$ cat config.mk
export PLATFORM = sky130hd
export DESIGN_NAME = permutation_pattern_search
export DESIGN_NICKNAME = d
export VERILOG_FILES = /design/src/rtl/pps_pkg.sv /design/src/rtl/pps_ram.sv /design/src/rtl/permutation_pattern_search.sv
export SDC_FILE = /design/constraint.sdc
export NUM_CORES = 1
export LEC_CHECK = 0
export BUFFER_PORTS_ARGS = -buffer_cell sky130_fd_sc_hd__buf_2
export CAP_MARGIN = 20
export CORE_ASPECT_RATIO = 1.75
export CORE_MARGIN = 2
export CORE_UTILIZATION = 30
export DETAILED_ROUTE_END_ITERATION = 7
export PLACE_DENSITY = 0.55
export SLEW_MARGIN = 20
export SYNTH_ARGS = -nofsm -noshare
export SYNTH_HDL_FRONTEND = slang
export SYNTH_HIERARCHICAL = 1
export SYNTH_SLANG_ARGS = --single-unit
$ cat constraint.sdc
create_clock -name i_clk -period 4.16 [get_ports i_clk]
set_clock_uncertainty 0.2 [all_clocks]
set_input_delay 0.832 -clock i_clk [delete_from_list [all_inputs] [get_ports i_clk]]
set_output_delay 0.832 -clock i_clk [all_outputs]
set_load 0.02 [all_outputs]
$ cat src/rtl/pps_pkg.sv
// ----------------------------------------------------------------------------
// pps_pkg
// Shared types and constants for the permutation pattern search block.
// ----------------------------------------------------------------------------
package pps_pkg;

    // default store capacities
    localparam int MAX_TEXT_DEF    = 16;
    localparam int MAX_PATTERN_DEF = 8;

    // payload widths
    localparam int VALUE_W = 8;
    localparam int FUNC_W  = 2;
    localparam int IN_USER_W  = FUNC_W + 1;   // func, first
    localparam int OUT_DATA_W = 8;            // found, overflow, zero fill

    // operation codes carried in the low bits of the input tuser
    typedef enum logic [FUNC_W-1:0] {
        FUNC_LOAD_TEXT = 2'd0,
        FUNC_LOAD_PAT  = 2'd1,
        FUNC_SEARCH    = 2'd2
    } t_func;

endpackage

$ cat src/rtl/pps_ram.sv
// ----------------------------------------------------------------------------
// pps_ram
// Simple dual-port store: one write port, one read port with registered data.
// ----------------------------------------------------------------------------
module pps_ram #(
    parameter int DEPTH = 16,
    parameter int WIDTH = 8,
    parameter int AW    = (DEPTH > 1) ? $clog2(DEPTH) : 1
) (
    input  logic             i_clk,
    input  logic             i_we,
    input  logic [AW-1:0]    i_waddr,
    input  logic [WIDTH-1:0] i_wdata,
    input  logic [AW-1:0]    i_raddr,
    output logic [WIDTH-1:0] o_rdata
);

    logic [WIDTH-1:0] r_mem [DEPTH];
    logic [WIDTH-1:0] r_rdata;

    always_ff @(posedge i_clk) begin
        if (i_we) begin
            r_mem[i_waddr] <= i_wdata;
        end
        r_rdata <= r_mem[i_raddr];
    end

    assign o_rdata = r_rdata;

endmodule

$ cat src/rtl/permutation_pattern_search.sv
// ----------------------------------------------------------------------------
// permutation_pattern_search
// Brute-force permutation pattern containment over loaded text and pattern.
// ----------------------------------------------------------------------------
// Load transactions are taken one per cycle, back to back, while idle.
// Once accepted, a search holds s_axis_tready low while it seeds the tuple, then
// fetches each right-hand element, compares each pair, scans slots on advance
// and refills the slots after it. A trivial search (k above n, or k up to 1)
// skips all that. ST_DONE then moves the verdict out, waiting while the output
// is still full. Reset clears counts.
// ----------------------------------------------------------------------------
module permutation_pattern_search #(
    parameter int MAX_TEXT    = pps_pkg::MAX_TEXT_DEF,
    parameter int MAX_PATTERN = pps_pkg::MAX_PATTERN_DEF
) (
    input  logic                             i_clk,
    input  logic                             i_rst_n,
    // input stream
    input  logic                             s_axis_tvalid,
    output logic                             s_axis_tready,
    input  logic [pps_pkg::VALUE_W-1:0]      s_axis_tdata,   // [7:0] value
    input  logic [pps_pkg::IN_USER_W-1:0]    s_axis_tuser,   // [1:0] func, [2] first
    // result stream
    output logic                             m_axis_tvalid,
    input  logic                             m_axis_tready,
    output logic [pps_pkg::OUT_DATA_W-1:0]   m_axis_tdata    // [0] found, [1] overflow
);

    import pps_pkg::*;

    // index and count widths
    localparam int TIDX_W = (MAX_TEXT > 1) ? $clog2(MAX_TEXT) : 1;
    localparam int PIDX_W = (MAX_PATTERN > 1) ? $clog2(MAX_PATTERN) : 1;
    localparam int TC_W   = $clog2(MAX_TEXT + 1);
    localparam int PC_W   = $clog2(MAX_PATTERN + 1);
    localparam int CW     = (TC_W > PC_W) ? TC_W : PC_W;

    // Search sequencer. Element fetches go through registered store reads:
    // CI* fetch the right-hand element i, CJ* the left-hand element j and
    // compare; AV* scan for the rightmost tuple slot with room; FILL packs
    // the slots after it.
    typedef enum logic [3:0] {
        ST_IDLE,
        ST_INIT,
        ST_CI0,
        ST_CI1,
        ST_CI2,
        ST_CJ0,
        ST_CJ1,
        ST_CJ2,
        ST_AV0,
        ST_AV1,
        ST_FILL,
        ST_DONE
    } t_state;

    t_state              r_state;
    logic [TC_W-1:0]     r_txt_cnt;
    logic [PC_W-1:0]     r_pat_cnt;
    logic                r_ovf_txt;
    logic                r_ovf_pat;
    logic [PIDX_W-1:0]   r_i;
    logic [PIDX_W-1:0]   r_j;
    logic [PIDX_W-1:0]   r_a;        // init / advance / fill position
    logic [TC_W-1:0]     r_bound;    // upper limit for slot r_a
    logic [TIDX_W-1:0]   r_val;      // last value written while filling
    logic [VALUE_W-1:0]  r_pi;       // pattern[i]
    logic [VALUE_W-1:0]  r_xi;       // text[tuple[i]]
    logic [VALUE_W-1:0]  r_pj;       // pattern[j]
    logic                r_res;
    logic                r_m_valid;
    logic                r_found;
    logic                r_ovf_out;

    // input decode
    logic                s_hs;
    logic [FUNC_W-1:0]   in_func;
    logic                in_first;
    logic [TC_W-1:0]     txt_base;
    logic [PC_W-1:0]     pat_base;
    logic                txt_room;
    logic                pat_room;

    // store ports
    logic                txt_we;
    logic [TIDX_W-1:0]   txt_raddr;
    logic [VALUE_W-1:0]  txt_q;
    logic                pat_we;
    logic [PIDX_W-1:0]   pat_raddr;
    logic [VALUE_W-1:0]  pat_q;
    logic                tup_we;
    logic [PIDX_W-1:0]   tup_waddr;
    logic [TIDX_W-1:0]   tup_wdata;
    logic [PIDX_W-1:0]   tup_raddr;
    logic [TIDX_W-1:0]   tup_q;

    // shared compare / step unit
    logic                pair_ok;
    logic                j_last;
    logic                i_last;
    logic                a_last;
    logic                adv_room;

    assign s_axis_tready = (r_state == ST_IDLE);
    assign s_hs          = s_axis_tvalid && s_axis_tready;
    assign in_func       = s_axis_tuser[FUNC_W-1:0];
    assign in_first      = s_axis_tuser[FUNC_W];

    assign txt_base = in_first ? '0 : r_txt_cnt;
    assign pat_base = in_first ? '0 : r_pat_cnt;
    assign txt_room = (txt_base < TC_W'(MAX_TEXT));
    assign pat_room = (pat_base < PC_W'(MAX_PATTERN));

    assign txt_we = s_hs && (in_func == FUNC_LOAD_TEXT) && txt_room;
    assign pat_we = s_hs && (in_func == FUNC_LOAD_PAT) && pat_room;

    // pairwise order check: equal values count as not greater
    assign pair_ok  = ((r_pj > r_pi) == (txt_q > r_xi));
    assign j_last   = ((PC_W'(r_j) + PC_W'(1)) >= PC_W'(r_i));
    assign i_last   = ((PC_W'(r_i) + PC_W'(1)) >= r_pat_cnt);
    assign a_last   = ((PC_W'(r_a) + PC_W'(1)) == r_pat_cnt);
    assign adv_room = ((TC_W'(tup_q) + TC_W'(1)) < r_bound);

    // read address selection
    always_comb begin
        tup_raddr = r_a;
        pat_raddr = r_j;
        case (r_state)
            ST_CI0: begin
                tup_raddr = r_i;
                pat_raddr = r_i;
            end
            ST_CJ0: begin
                tup_raddr = r_j;
                pat_raddr = r_j;
            end
            default: begin
                tup_raddr = r_a;
                pat_raddr = r_j;
            end
        endcase
    end

    assign txt_raddr = tup_q;

    // tuple writes: initial fill, advance step, packing after it
    always_comb begin
        tup_we    = 1'b0;
        tup_waddr = r_a;
        tup_wdata = r_val + TIDX_W'(1);
        case (r_state)
            ST_INIT: begin
                tup_we    = 1'b1;
                tup_wdata = TIDX_W'(r_a);
            end
            ST_AV1: begin
                tup_we    = adv_room;
                tup_wdata = tup_q + TIDX_W'(1);
            end
            ST_FILL: begin
                tup_we    = 1'b1;
            end
            default: begin
                tup_we    = 1'b0;
            end
        endcase
    end

    pps_ram #(
        .DEPTH (MAX_TEXT),
        .WIDTH (VALUE_W),
        .AW    (TIDX_W)
    ) u_txt_ram (
        .i_clk   (i_clk),
        .i_we    (txt_we),
        .i_waddr (txt_base[TIDX_W-1:0]),
        .i_wdata (s_axis_tdata),
        .i_raddr (txt_raddr),
        .o_rdata (txt_q)
    );

    pps_ram #(
        .DEPTH (MAX_PATTERN),
        .WIDTH (VALUE_W),
        .AW    (PIDX_W)
    ) u_pat_ram (
        .i_clk   (i_clk),
        .i_we    (pat_we),
        .i_waddr (pat_base[PIDX_W-1:0]),
        .i_wdata (s_axis_tdata),
        .i_raddr (pat_raddr),
        .o_rdata (pat_q)
    );

    pps_ram #(
        .DEPTH (MAX_PATTERN),
        .WIDTH (TIDX_W),
        .AW    (PIDX_W)
    ) u_tup_ram (
        .i_clk   (i_clk),
        .i_we    (tup_we),
        .i_waddr (tup_waddr),
        .i_wdata (tup_wdata),
        .i_raddr (tup_raddr),
        .o_rdata (tup_q)
    );

    // sequencer, counts and result register
    always_ff @(posedge i_clk) begin
        if (!i_rst_n) begin
            r_state   <= ST_IDLE;
            r_txt_cnt <= '0;
            r_pat_cnt <= '0;
            r_ovf_txt <= 1'b0;
            r_ovf_pat <= 1'b0;
            r_m_valid <= 1'b0;
        end else begin
            // in ST_DONE the state arm below owns the valid flag
            if (m_axis_tvalid && m_axis_tready && (r_state != ST_DONE)) begin
                r_m_valid <= 1'b0;
            end
            unique case (r_state)
                ST_IDLE: begin
                    if (s_hs) begin
                        case (in_func)
                            FUNC_LOAD_TEXT: begin
                                if (txt_room) begin
                                    r_txt_cnt <= txt_base + TC_W'(1);
                                    r_ovf_txt <= in_first ? 1'b0 : r_ovf_txt;
                                end else begin
                                    r_txt_cnt <= txt_base;
                                    r_ovf_txt <= 1'b1;
                                end
                            end
                            FUNC_LOAD_PAT: begin
                                if (pat_room) begin
                                    r_pat_cnt <= pat_base + PC_W'(1);
                                    r_ovf_pat <= in_first ? 1'b0 : r_ovf_pat;
                                end else begin
                                    r_pat_cnt <= pat_base;
                                    r_ovf_pat <= 1'b1;
                                end
                            end
                            FUNC_SEARCH: begin
                                r_a <= '0;
                                if (CW'(r_pat_cnt) > CW'(r_txt_cnt)) begin
                                    r_res   <= 1'b0;
                                    r_state <= ST_DONE;
                                end else if (r_pat_cnt <= PC_W'(1)) begin
                                    // empty or single-element pattern
                                    r_res   <= 1'b1;
                                    r_state <= ST_DONE;
                                end else begin
                                    r_state <= ST_INIT;
                                end
                            end
                            default: begin
                                r_state <= ST_IDLE;
                            end
                        endcase
                    end
                end
                ST_INIT: begin
                    if (a_last) begin
                        r_i     <= PIDX_W'(1);
                        r_state <= ST_CI0;
                    end else begin
                        r_a <= r_a + PIDX_W'(1);
                    end
                end
                ST_CI0: begin
                    r_state <= ST_CI1;
                end
                ST_CI1: begin
                    r_pi    <= pat_q;
                    r_state <= ST_CI2;
                end
                ST_CI2: begin
                    r_xi    <= txt_q;
                    r_j     <= '0;
                    r_state <= ST_CJ0;
                end
                ST_CJ0: begin
                    r_state <= ST_CJ1;
                end
                ST_CJ1: begin
                    r_pj    <= pat_q;
                    r_state <= ST_CJ2;
                end
                ST_CJ2: begin
                    if (!pair_ok) begin
                        r_a     <= PIDX_W'(r_pat_cnt - PC_W'(1));
                        r_bound <= r_txt_cnt;
                        r_state <= ST_AV0;
                    end else if (!j_last) begin
                        r_j     <= r_j + PIDX_W'(1);
                        r_state <= ST_CJ0;
                    end else if (!i_last) begin
                        r_i     <= r_i + PIDX_W'(1);
                        r_state <= ST_CI0;
                    end else begin
                        r_res   <= 1'b1;
                        r_state <= ST_DONE;
                    end
                end
                ST_AV0: begin
                    r_state <= ST_AV1;
                end
                ST_AV1: begin
                    if (adv_room) begin
                        r_val <= tup_q + TIDX_W'(1);
                        if (a_last) begin
                            r_i     <= PIDX_W'(1);
                            r_state <= ST_CI0;
                        end else begin
                            r_a     <= r_a + PIDX_W'(1);
                            r_state <= ST_FILL;
                        end
                    end else if (r_a == '0) begin
                        r_res   <= 1'b0;
                        r_state <= ST_DONE;
                    end else begin
                        r_bound <= TC_W'(tup_q);
                        r_a     <= r_a - PIDX_W'(1);
                        r_state <= ST_AV0;
                    end
                end
                ST_FILL: begin
                    r_val <= r_val + TIDX_W'(1);
                    if (a_last) begin
                        r_i     <= PIDX_W'(1);
                        r_state <= ST_CI0;
                    end else begin
                        r_a <= r_a + PIDX_W'(1);
                    end
                end
                ST_DONE: begin
                    if (!r_m_valid || m_axis_tready) begin
                        r_m_valid <= 1'b1;
                        r_found   <= r_res;
                        r_ovf_out <= r_ovf_txt || r_ovf_pat;
                        r_state   <= ST_IDLE;
                    end
                end
                default: begin
                    r_state <= ST_IDLE;
                end
            endcase
        end
    end

    assign m_axis_tvalid = r_m_valid;
    assign m_axis_tdata  = {{(OUT_DATA_W-2){1'b0}}, r_ovf_out, r_found};

    // ------------------------------------------------------------------------
    // assertions
    // ------------------------------------------------------------------------
    a_search_busy : assert property (@(posedge i_clk) disable iff (!i_rst_n)
        (s_hs && (in_func == FUNC_SEARCH)) |=> !s_axis_tready)
        else $error("search transaction did not hold the block busy");

    a_txt_cnt : assert property (@(posedge i_clk) disable iff (!i_rst_n)
        (CW'(r_txt_cnt) <= CW'(MAX_TEXT)))
        else $error("text count beyond capacity");

    a_pat_cnt : assert property (@(posedge i_clk) disable iff (!i_rst_n)
        (CW'(r_pat_cnt) <= CW'(MAX_PATTERN)))
        else $error("pattern count beyond capacity");

    a_pair_order : assert property (@(posedge i_clk) disable iff (!i_rst_n)
        (r_state == ST_CJ2) |-> (r_j < r_i))
        else $error("pair index order broken");

    a_result_out : assert property (@(posedge i_clk) disable iff (!i_rst_n)
        ((r_state == ST_DONE) && (!r_m_valid || m_axis_tready)) |=> m_axis_tvalid)
        else $error("finished search did not present a result");

endmodule
# After elaboration in Yosys (flattened, before gate mapping)
# Memories as Yosys holds them, arrays and structs flattened. A register that Yosys moved wholly into a read port is not among the register bits.
# Cells that the tools add are included.
# totals
reg_bits	61
mem_bits_rw	224
in_bits	15
output_inout_bits	10
wordCells	178
n_memories	3
# memory_table
memory	depth	word_bits	rd	rd_ports_with_merged_regs	write_ports	line	rtl
u_txt_ram.r_mem	16	8	1	1	1	pps_ram.sv:18	logic [WIDTH-1:0] r_mem [DEPTH];
u_pat_ram.r_mem	8	8	1	1	1	pps_ram.sv:18	
u_tup_ram.r_mem	8	4	1	1	1	pps_ram.sv:18	
# op_classes
addsub	13
order_cmp	9
eq_ne	35
muxes	65
n_reduce_logical	36
# ops
op	count
$mux W4	13
$pmux W4 S11	1
$mux W3	14
$ne A2 B2 Y1 const B	14
$mux W5	5
$pmux W4 S2	3
$mux W1	21
$eq A4 B3 Y1 const B	4
$eq A4 B4 Y1 const B	4
$gt A8 B8 Y1	2
$reduce_and A4 Y1	4
$add A3 B1 Y4 const B	3
$add A4 B1 Y4 const B	3
$pmux W3 S2	2
$pmux W3 S4	1
$reduce_and A3 Y1	4
$reduce_and A6 Y1	2
$pmux W5 S2	1
$reduce_and A10 Y1	1
$add A3 B1 Y3 const B	3
$pmux W3 S3	1
$eq A4 B2 Y1 const B	2
$logic_and A1 B1 Y1	7
$ne A2 B1 Y1 const B	3
32 further kinds	40

# Depth between registers and ports, before layout
# Gate-level depths: netlist (run 1).
# depth
ltp_word	6
ltp_mapped	12
depth_no_buf	12

# Modules after synthesis
# Netlist (run 1), hierarchy kept.
# by_module_without_submodules
module	instances	cells_each	area_per_inst_um2	seq_area_each_um2
pps_ram at u_txt_ram	1	229	5147.4	4003.8
permutation_pattern_search	1	423	4030.1	1671.6
pps_ram at u_pat_ram	1	114	2691.3	2082.0
pps_ram at u_tup_ram	1	63	1370.1	1041.0

# Least setup slack after synthesis (run 1)
# No wires, ideal clock.
# synth_timing
kind	reg2reg
startpoint	reg r_state[1]
endpoint	mem u_txt_ram.r_mem[0][0], enable pin
setup_time_ns	0.383
t_arrival_ns	2.623
required_ns	3.577
path_slack_ns	0.953
stages_incl_launch_ff	7
n_path_buf	1
synth_period_minus_slack_ns	3.207
path_cell_list	dfxtp_1 -> buf_6 -> nor4_4 -> nand4bb_1 -> a21oi_1 -> or3b_2 -> nor3_1
# synth_via
elab_chain_cells	6
# synth_lines
element	line	rtl
start: declaration	permutation_pattern_search.sv:57	t_state r_state;
start signal: assignment	permutation_pattern_search.sv:211	r_state <= ST_IDLE;
start signal: assignment	permutation_pattern_search.sv:248	r_state <= ST_DONE;
start signal: assignment	permutation_pattern_search.sv:252	r_state <= ST_DONE;
$logic_not A4 Y1	permutation_pattern_search.sv:104	assign s_axis_tready = (r_state == ST_IDLE);
net s_axis_tready	permutation_pattern_search.sv:20	output logic s_axis_tready,
$logic_and A1 B1 Y1	permutation_pattern_search.sv:105	assign s_hs = s_axis_tvalid && s_axis_tready;
$logic_and A1 B1 Y1 (2 in series)	permutation_pattern_search.sv:114	assign txt_we = s_hs && (in_func == FUNC_LOAD_TEXT) && txt_room;
net txt_we	permutation_pattern_search.sv:85	logic txt_we;
$mux W1	pps_ram.sv:22	if (i_we) begin
$mux W1 (implied by the code)	pps_ram.sv:23	r_mem[i_waddr] <= i_wdata;
end: declaration	pps_ram.sv:18	
# The timed path passes the listed nets, and every way through them passes these cells.

# Worst setup path in the final report (run 1)
# layout_timing
startpoint	reg r_state[2]
endpoint	mem u_txt_ram.r_mem[1][1], enable pin
# layout_via
elab_chain_cells	6
# layout_lines
element	line
$logic_not A4 Y1	permutation_pattern_search.sv:104
$logic_and A1 B1 Y1	permutation_pattern_search.sv:105
$logic_and A1 B1 Y1 (2 in series)	permutation_pattern_search.sv:114
net txt_we	permutation_pattern_search.sv:85
$mux W1	pps_ram.sv:22
$mux W1 (implied by the code)	pps_ram.sv:23
# The timed path passes the listed nets, and every way through them passes these cells.

==> results.cfg, run 1 <==
[critical_path]
cp.depth = 5
rr_worst_depth = 5
crit_family = simple AND/OR/NAND/NOR gates
slowest_delay_ns = 0.59
cp_num_buf_inv = 0
critPathSlowestCell = a21oi_1
crit_chain = nor4_4 -> nand4bb_1 -> a21oi_1 -> or3b_2 -> nor2_1
worstPathRequired_ns = 4.13
crit_arrival_ns = 3.56
path_class = flop to flop
cp-start-kind = flop
worstSetupEndpointType = flop
cp_max_fo = 13

[layout]
syn_to_final_growth_pct = 12.8
layout-drive-gt1-share_pct = 15.0
fillCellCount = 4155
diodes = 0
nNetsFinal = 931

[global_routing]
grt_pass1_vias = 7528
grt_use_total_pct = 12.4
grt_pass1_wl_microns = 43100
grt_overflow_total = 0
antenna_found_initial = 0
grt_max_degree = 34

[clock_tree]
cts.repair.resized = 0
ctsHoldBuffers = 0
numCtsBuffers = 27
root_buffer = clkbuf_16
cts_tree = built
clk_pin_slew_worst_paths_ns = 0.07
cts_num_sinks = 305
insertion_delay_ns = 0.56
cts.path.max_buffers = 3
htree_num_levels = 1
post_cts_buffers = 0

[die]
die_w_microns = 163
initial_core_util_pct = 30.5
fp.dieH_microns = 282
fp.coreArea_sq_um = 43500
pin_count = 25
dieArea_sq_um = 45900
rows = 101

[sta]
fin_tns_setup_ns = 0
final_max_slew_viol_count = 0
min_period_ns = 3.58
finalHoldViolCount = 0
fin_crit_sh_pct = 86.1
setup_viol = 0
tightest_slew_ns = 0.786
max_freq_ghz = 0.279
rsz0062_at_grt = no
setup_slack_ns = 0.577
maxSlewHeadroom_pct = 47.1

[drt]
vias_per_cell = 4.82
post-route-drc-count = 0
wl_met2_microns = 16000
routed-via-count = 7047
top_layer_used = met4
post_drt_wl_per_cell_microns = 19.0
wl_met1_microns = 10200
ant_nets = 0
totalWireLength_microns = 27700
wl_met3_microns = 867
drt-pass1-iter-count = 5
first_iter_violations = 487

[yosys]
ys_async_sr_fraction_pct = 0
synth_edf_count = 269
yosys_warnings = 6
synth_seq_area_share_pct = 66.5
synth.distinct_cells = 70
syn-cell-area_sq_um = 13200
synth_cells = 829
avgSynthCellArea_sq_um = 16.0
synth-main-ff-cell = edfxtp_1
synth_seq_cells = 305

[place]
hpwl_microns = 19400
numPortBuffers = 18
gp_congestion = 0.824
place_ws_ns = 0.569

[power]
combPwrFrac_pct = 23.1
ir_drop_mv = 0.248
p_int_mw = 5.91
power.leakage_nw = 5.12
swShare_pct = 28.2
p_sw_mw = 2.32
clkPwrFrac_pct = 31.4
seqPwrFrac_pct = 45.5
powerDensity_nw_per_um2 = 551

[worst_hold_path]
hold_class = flop to flop
whs_path_depth = 0

[run]
maxCapViolCount = 0

[run_status]
status = finished, final reports clean
==> worst reg2reg max path, cell delays in order (launching register included) <==
cell and delay (ns):
dfxtp_1 0.47, nor4_4 0.52, nand4bb_1 0.30, a21oi_1 0.59
or3b_2 0.55, nor2_1 0.59
==> final cells by class <==
class                           count  area, sq um  share of cell area, %
Clock inverter                     13          176                   1.18
Timing Repair Buffer               47          308                   2.06
Tap cell                          566          708                   4.74
Clock buffer                       37          743                   4.97
Inverter                           36          135                  0.905
Multi-Input combinational cell    457         4070                   27.2
Sequential cell                   305         8800                   58.9
==> worst paths after layout <==
path / end / slack, ns / startpoint
worst max-delay path: u_txt_ram/r_mem[1][1]$_DFFE_PP_ / 0.58 / r_state[2]$_SDFFE_PN0P_
worst min-delay path: r_xi[0]$_DFFE_PP_ / 0.22 / u_txt_ram/o_rdata[0]$_DFF_P_
worst max register to register: u_txt_ram/r_mem[1][1]$_DFFE_PP_ / 0.58 / r_state[2]$_SDFFE_PN0P_
worst min register to register: r_xi[0]$_DFFE_PP_ / 0.22 / u_txt_ram/o_rdata[0]$_DFF_P_
==> synth_stat cells, types with 10 or more instances <==
library cell  instances  area share [%]
a21oi_1              32             1.2
mux2_2               16             1.4
nor3_1               15            0.57
clkbuf_1             10            0.28
nor2_1               61             1.7
nor2b_1              13            0.61
mux4_2               19             3.2
nand2b_1             16            0.76
inv_1                36             1.0
nand2_1              51             1.4
nand3_1              11            0.42
a22oi_1              19             1.1
dfxtp_1              36             5.4
edfxtp_1            269              61
o21ai_0              18            0.68
ha_1                 42             4.0
mux4_1               37             7.3
==> power by group through the flow <==
stage	sequential (mW)	combinational, mW	clock, mW
6_report	3.75	1.91	2.58
5_1_grt	3.77	2.11	2.76
4_1_cts	3.75	1.95	2.64
3_5_place_dp	3.82	1.94	0
3_3_place_gp	3.81	1.94	0
2_1_floorplan	3.74	1.50	0
==> placed cells by master (no fill, tap or decap), types with 7 or more instances in the layout <==
cell / count
mux4_1: 37
o21ai_0: 18
nand2b_1: 16
buf_4: 29
xor2_1: 9
edfxtp_1: 269
ha_1: 42
nand2_1: 51
nor2b_1: 13
clkbuf_1: 7
nor3_1: 15
a22oi_1: 19
and2_1: 8
nor2_1: 61
mux2_2: 16
a21oi_1: 32
nand3_1: 11
inv_1: 36
buf_2: 18
dfxtp_1: 35
clkbuf_16: 27
mux4_2: 19
==> logic make-up (layout without fill, tap and decap cells) <==
family | Yosys count | count (layout) | share of synthesized area (%)
AO/OA/AOI/OAI | 110 | 110 | 5.49
adder cells (fa/ha/maj) | 42 | 42 | 3.97
AND/OR/NAND/NOR | 209 | 209 | 7.94
multiplexers | 76 | 76 | 12.2
XOR/XNOR | 14 | 14 | 0.926
other | 1 | 6 | 0.0283
flip-flops | 305 | 305 | 66.5
buffers and inverters | 72 | 133 | 2.95
==> registers in the layout (all words and copies together) (netlist names), 4 cells and up <==
name               count
r_val                  4
u_tup_ram/o_rdata      4
u_pat_ram/r_mem       64
u_txt_ram/o_rdata      8
u_txt_ram/r_mem      128
r_bound                5
u_pat_ram/o_rdata      8
r_xi                   8
r_pi                   8
r_state                4
r_pj                   8
r_pat_cnt              4
r_txt_cnt              5
u_tup_ram/r_mem       32
==> routing by layer <==
| layer | global-route usage [%] | up-vias |
|---|---|---|
| met3 | 1.35 | 37 |
| met5 | 0 | - |
| met2 | 25.2 | 136 |
| met1 | 12.7 | 3547 |
| met4 | 4.31 | 0 |
| li1 | - | 3327 |
==> metrics by stage <==
| step | power [mW] | util, % | hold slack [ns] | cells | cell area [sq um] |
|---|---|---|---|---|---|
| 2_1_floorplan | 5.24 | - | 0.200 | 834 | 13300 |
| 3_3_place_gp | 5.74 | 32.3 | 0.203 | 1411 | 14000 |
| 3_5_place_dp | 5.76 | 32.3 | 0.213 | 1411 | 14000 |
| 4_1_cts | 8.34 | 34.4 | 0.215 | 1461 | 14900 |
| 5_1_grt | 8.64 | 34.4 | 0.224 | 1461 | 14900 |
| 6_report | 8.24 | 34.4 | 0.224 | 1461 | 14900 |
No activity file was read; power rests on OpenSTA's default activity.
==> inputs of run 2 (changes only) <==
Settings changed: CORE_ASPECT_RATIO 1.75 to default.
==> results.cfg, run 2 (synthesis results as in run 1) <==
[run_status]
status = finished, final reports clean

[layout]
multiInputGateArea_sq_um = 4070
largestRegisters = u_txt_ram/r_mem x128, u_pat_ram/r_mem x64, u_tup_ram/r_mem x32
nNetsFinal = 931
syn_to_final_growth_pct = 13.5
regMostFlops = u_txt_ram/r_mem
mostFrequentLayoutCells = edfxtp_1 (269), nor2_1 (61), nand2_1 (51)
fillCellCount = 4175
layout_commonest_cell = edfxtp_1
largest_register_ffs = 128
layout-drive-gt1-share_pct = 14.3
regArea_sq_um = 8800

[worst_hold_path]
min_to = r_pj[6]$_DFFE_PP_
hold_start = u_pat_ram/o_rdata[6]$_DFF_P_
hold_class = flop to flop
whs_path_depth = 0

[clock_tree]
htree_num_levels = 2
clk_pin_slew_worst_paths_ns = 0.06
post_cts_buffers = 0
numCtsBuffers = 34
cts_tree = built
ctsHoldBuffers = 0
root_buffer = clkbuf_16
cts.path.max_buffers = 3
insertion_delay_ns = 0.54
cts.repair.resized = 0
cts_num_sinks = 305

[critical_path]
r2r-end = u_txt_ram/r_mem[1][0]$_DFFE_PP_
reg2reg_from = r_state[3]$_SDFFE_PN0P_
cp_max_fo = 21
rrSetupSlack_ns = 0.60
crit_arrival_ns = 3.52
worstSetupEndpointType = flop
rr_worst_depth = 5
path_class = flop to flop
worstPathRequired_ns = 4.12
cp-start-kind = flop

[place]
hpwl_microns = 18300
gp_congestion = 0.783
numPortBuffers = 18

[die]
fp.dieH_microns = 214
rows = 76
initial_core_util_pct = 30.5
pin_count = 25
fp.coreArea_sq_um = 43400
die_w_microns = 214
dieArea_sq_um = 45800

[drt]
post-route-drc-count = 0
routed-via-count = 7132
drt-pass1-iter-count = 5
totalWireLength_microns = 27700
first_iter_violations = 437
vias_per_cell = 4.80
post_drt_wl_per_cell_microns = 18.6
ant_nets = 0

[power]
power_mw = 8.45
power.leakage_nw = 5.14
ir_drop_mv = 0.294
powerDensity_nw_per_um2 = 562

[global_routing]
grt_overflow_total = 0
grt_use_total_pct = 12.2
grt_pass1_wl_microns = 43000
antenna_found_initial = 1
grt_pass1_vias = 7148
grt_max_degree = 36

[sta]
setup_viol = 0
max_freq_ghz = 0.281
maxSlewHeadroom_pct = 44.5
final_max_slew_viol_count = 0
min_period_ns = 3.56
finalHoldViolCount = 0
fin_crit_sh_pct = 85.6
tightest_slew_ns = 0.830
rsz0062_at_grt = no
fin_tns_setup_ns = 0

[run]
maxCapViolCount = 0
## run 2: cell count changes in the layout (fill, tap and decap cells not counted), sizes merged
cell,delta
clkbuf,+6
clkinvlp,+1
buf,-7
diode,+1
clkinv,+7
bufinv,-3
## run 2: layer usage
layer / global-route usage (%) / vias to the layer above / wire (microns) / share of wire, %
li1: - / 3336 / - / -
met1: 16.3 / 3610 / 12600 / 46
met2: 20.2 / 150 / 13300 / 48
met3: 2.31 / 36 / 1180 / 4.3
met4: 3.80 / 0 / 558 / 2.0
met5: 0 / - / 0 / 0
## run 2: where the power goes
| part | internal [mW] | switching [mW] | total, mW |
|---|---|---|---|
| clock | 1.59 | 1.19 | 2.78 |
| sequential | 3.60 | 0.154 | 3.75 |
| combinational | 0.819 | 1.10 | 1.92 |
| total | 6.00 | 2.44 | 8.45 |
## run 2: per-stage QoR
step           worst slack [ns]  util [%]  hold WS, ns  cells  cell area [sq um]
4_1_cts                   0.620      34.7        0.224   1484              15000
2_1_floorplan             0.953         -        0.200    834              13300
6_report                  0.601      34.7        0.225   1485              15000
3_5_place_dp              0.623      32.3        0.210   1423              14000
3_3_place_gp              0.710      32.3        0.208   1423              14000
5_1_grt                   0.406      34.7        0.229   1485              15000
## run 2: worst max-delay path, stage by stage (launching register included)
cell and delay (ns):
dfxtp_1 0.55, nor4_4 0.62, nand4bb_1 0.20, a21oi_1 0.49
or3b_2 0.54, nor2_1 0.58
## run 2: cell type report
type | count | share of cell area (%)
well taps | 585 | 4.87
clock buffers | 43 | 5.89
inverters | 36 | 0.899
repair buffers | 40 | 1.70
multi-input cells | 457 | 27.1
diodes | 1 | 0.0167
clock inverters | 18 | 0.999
flip-flops and latches | 305 | 58.6
## run 2: how the worst max path moves through the flow
stage,startpoint,cells after the start,slack [ns],end
after CTS,r_state[3]$_SDFFE_PN0P_,5,0.62,u_txt_ram/r_mem[2][6]$_DFFE_PP_
after global placement,r_state[3]$_SDFFE_PN0P_,5,0.71,u_txt_ram/r_mem[2][3]$_DFFE_PP_
final,r_state[3]$_SDFFE_PN0P_,5,0.60,u_txt_ram/r_mem[1][0]$_DFFE_PP_
after detailed placement,r_state[3]$_SDFFE_PN0P_,5,0.62,u_txt_ram/r_mem[2][4]$_DFFE_PP_
after global routing,r_state[3]$_SDFFE_PN0P_,5,0.41,u_txt_ram/r_mem[1][0]$_DFFE_PP_
after floorplan,r_state[1]$_SDFFE_PN0P_,6,0.95,u_txt_ram/r_mem[0][0]$_DFFE_PP_
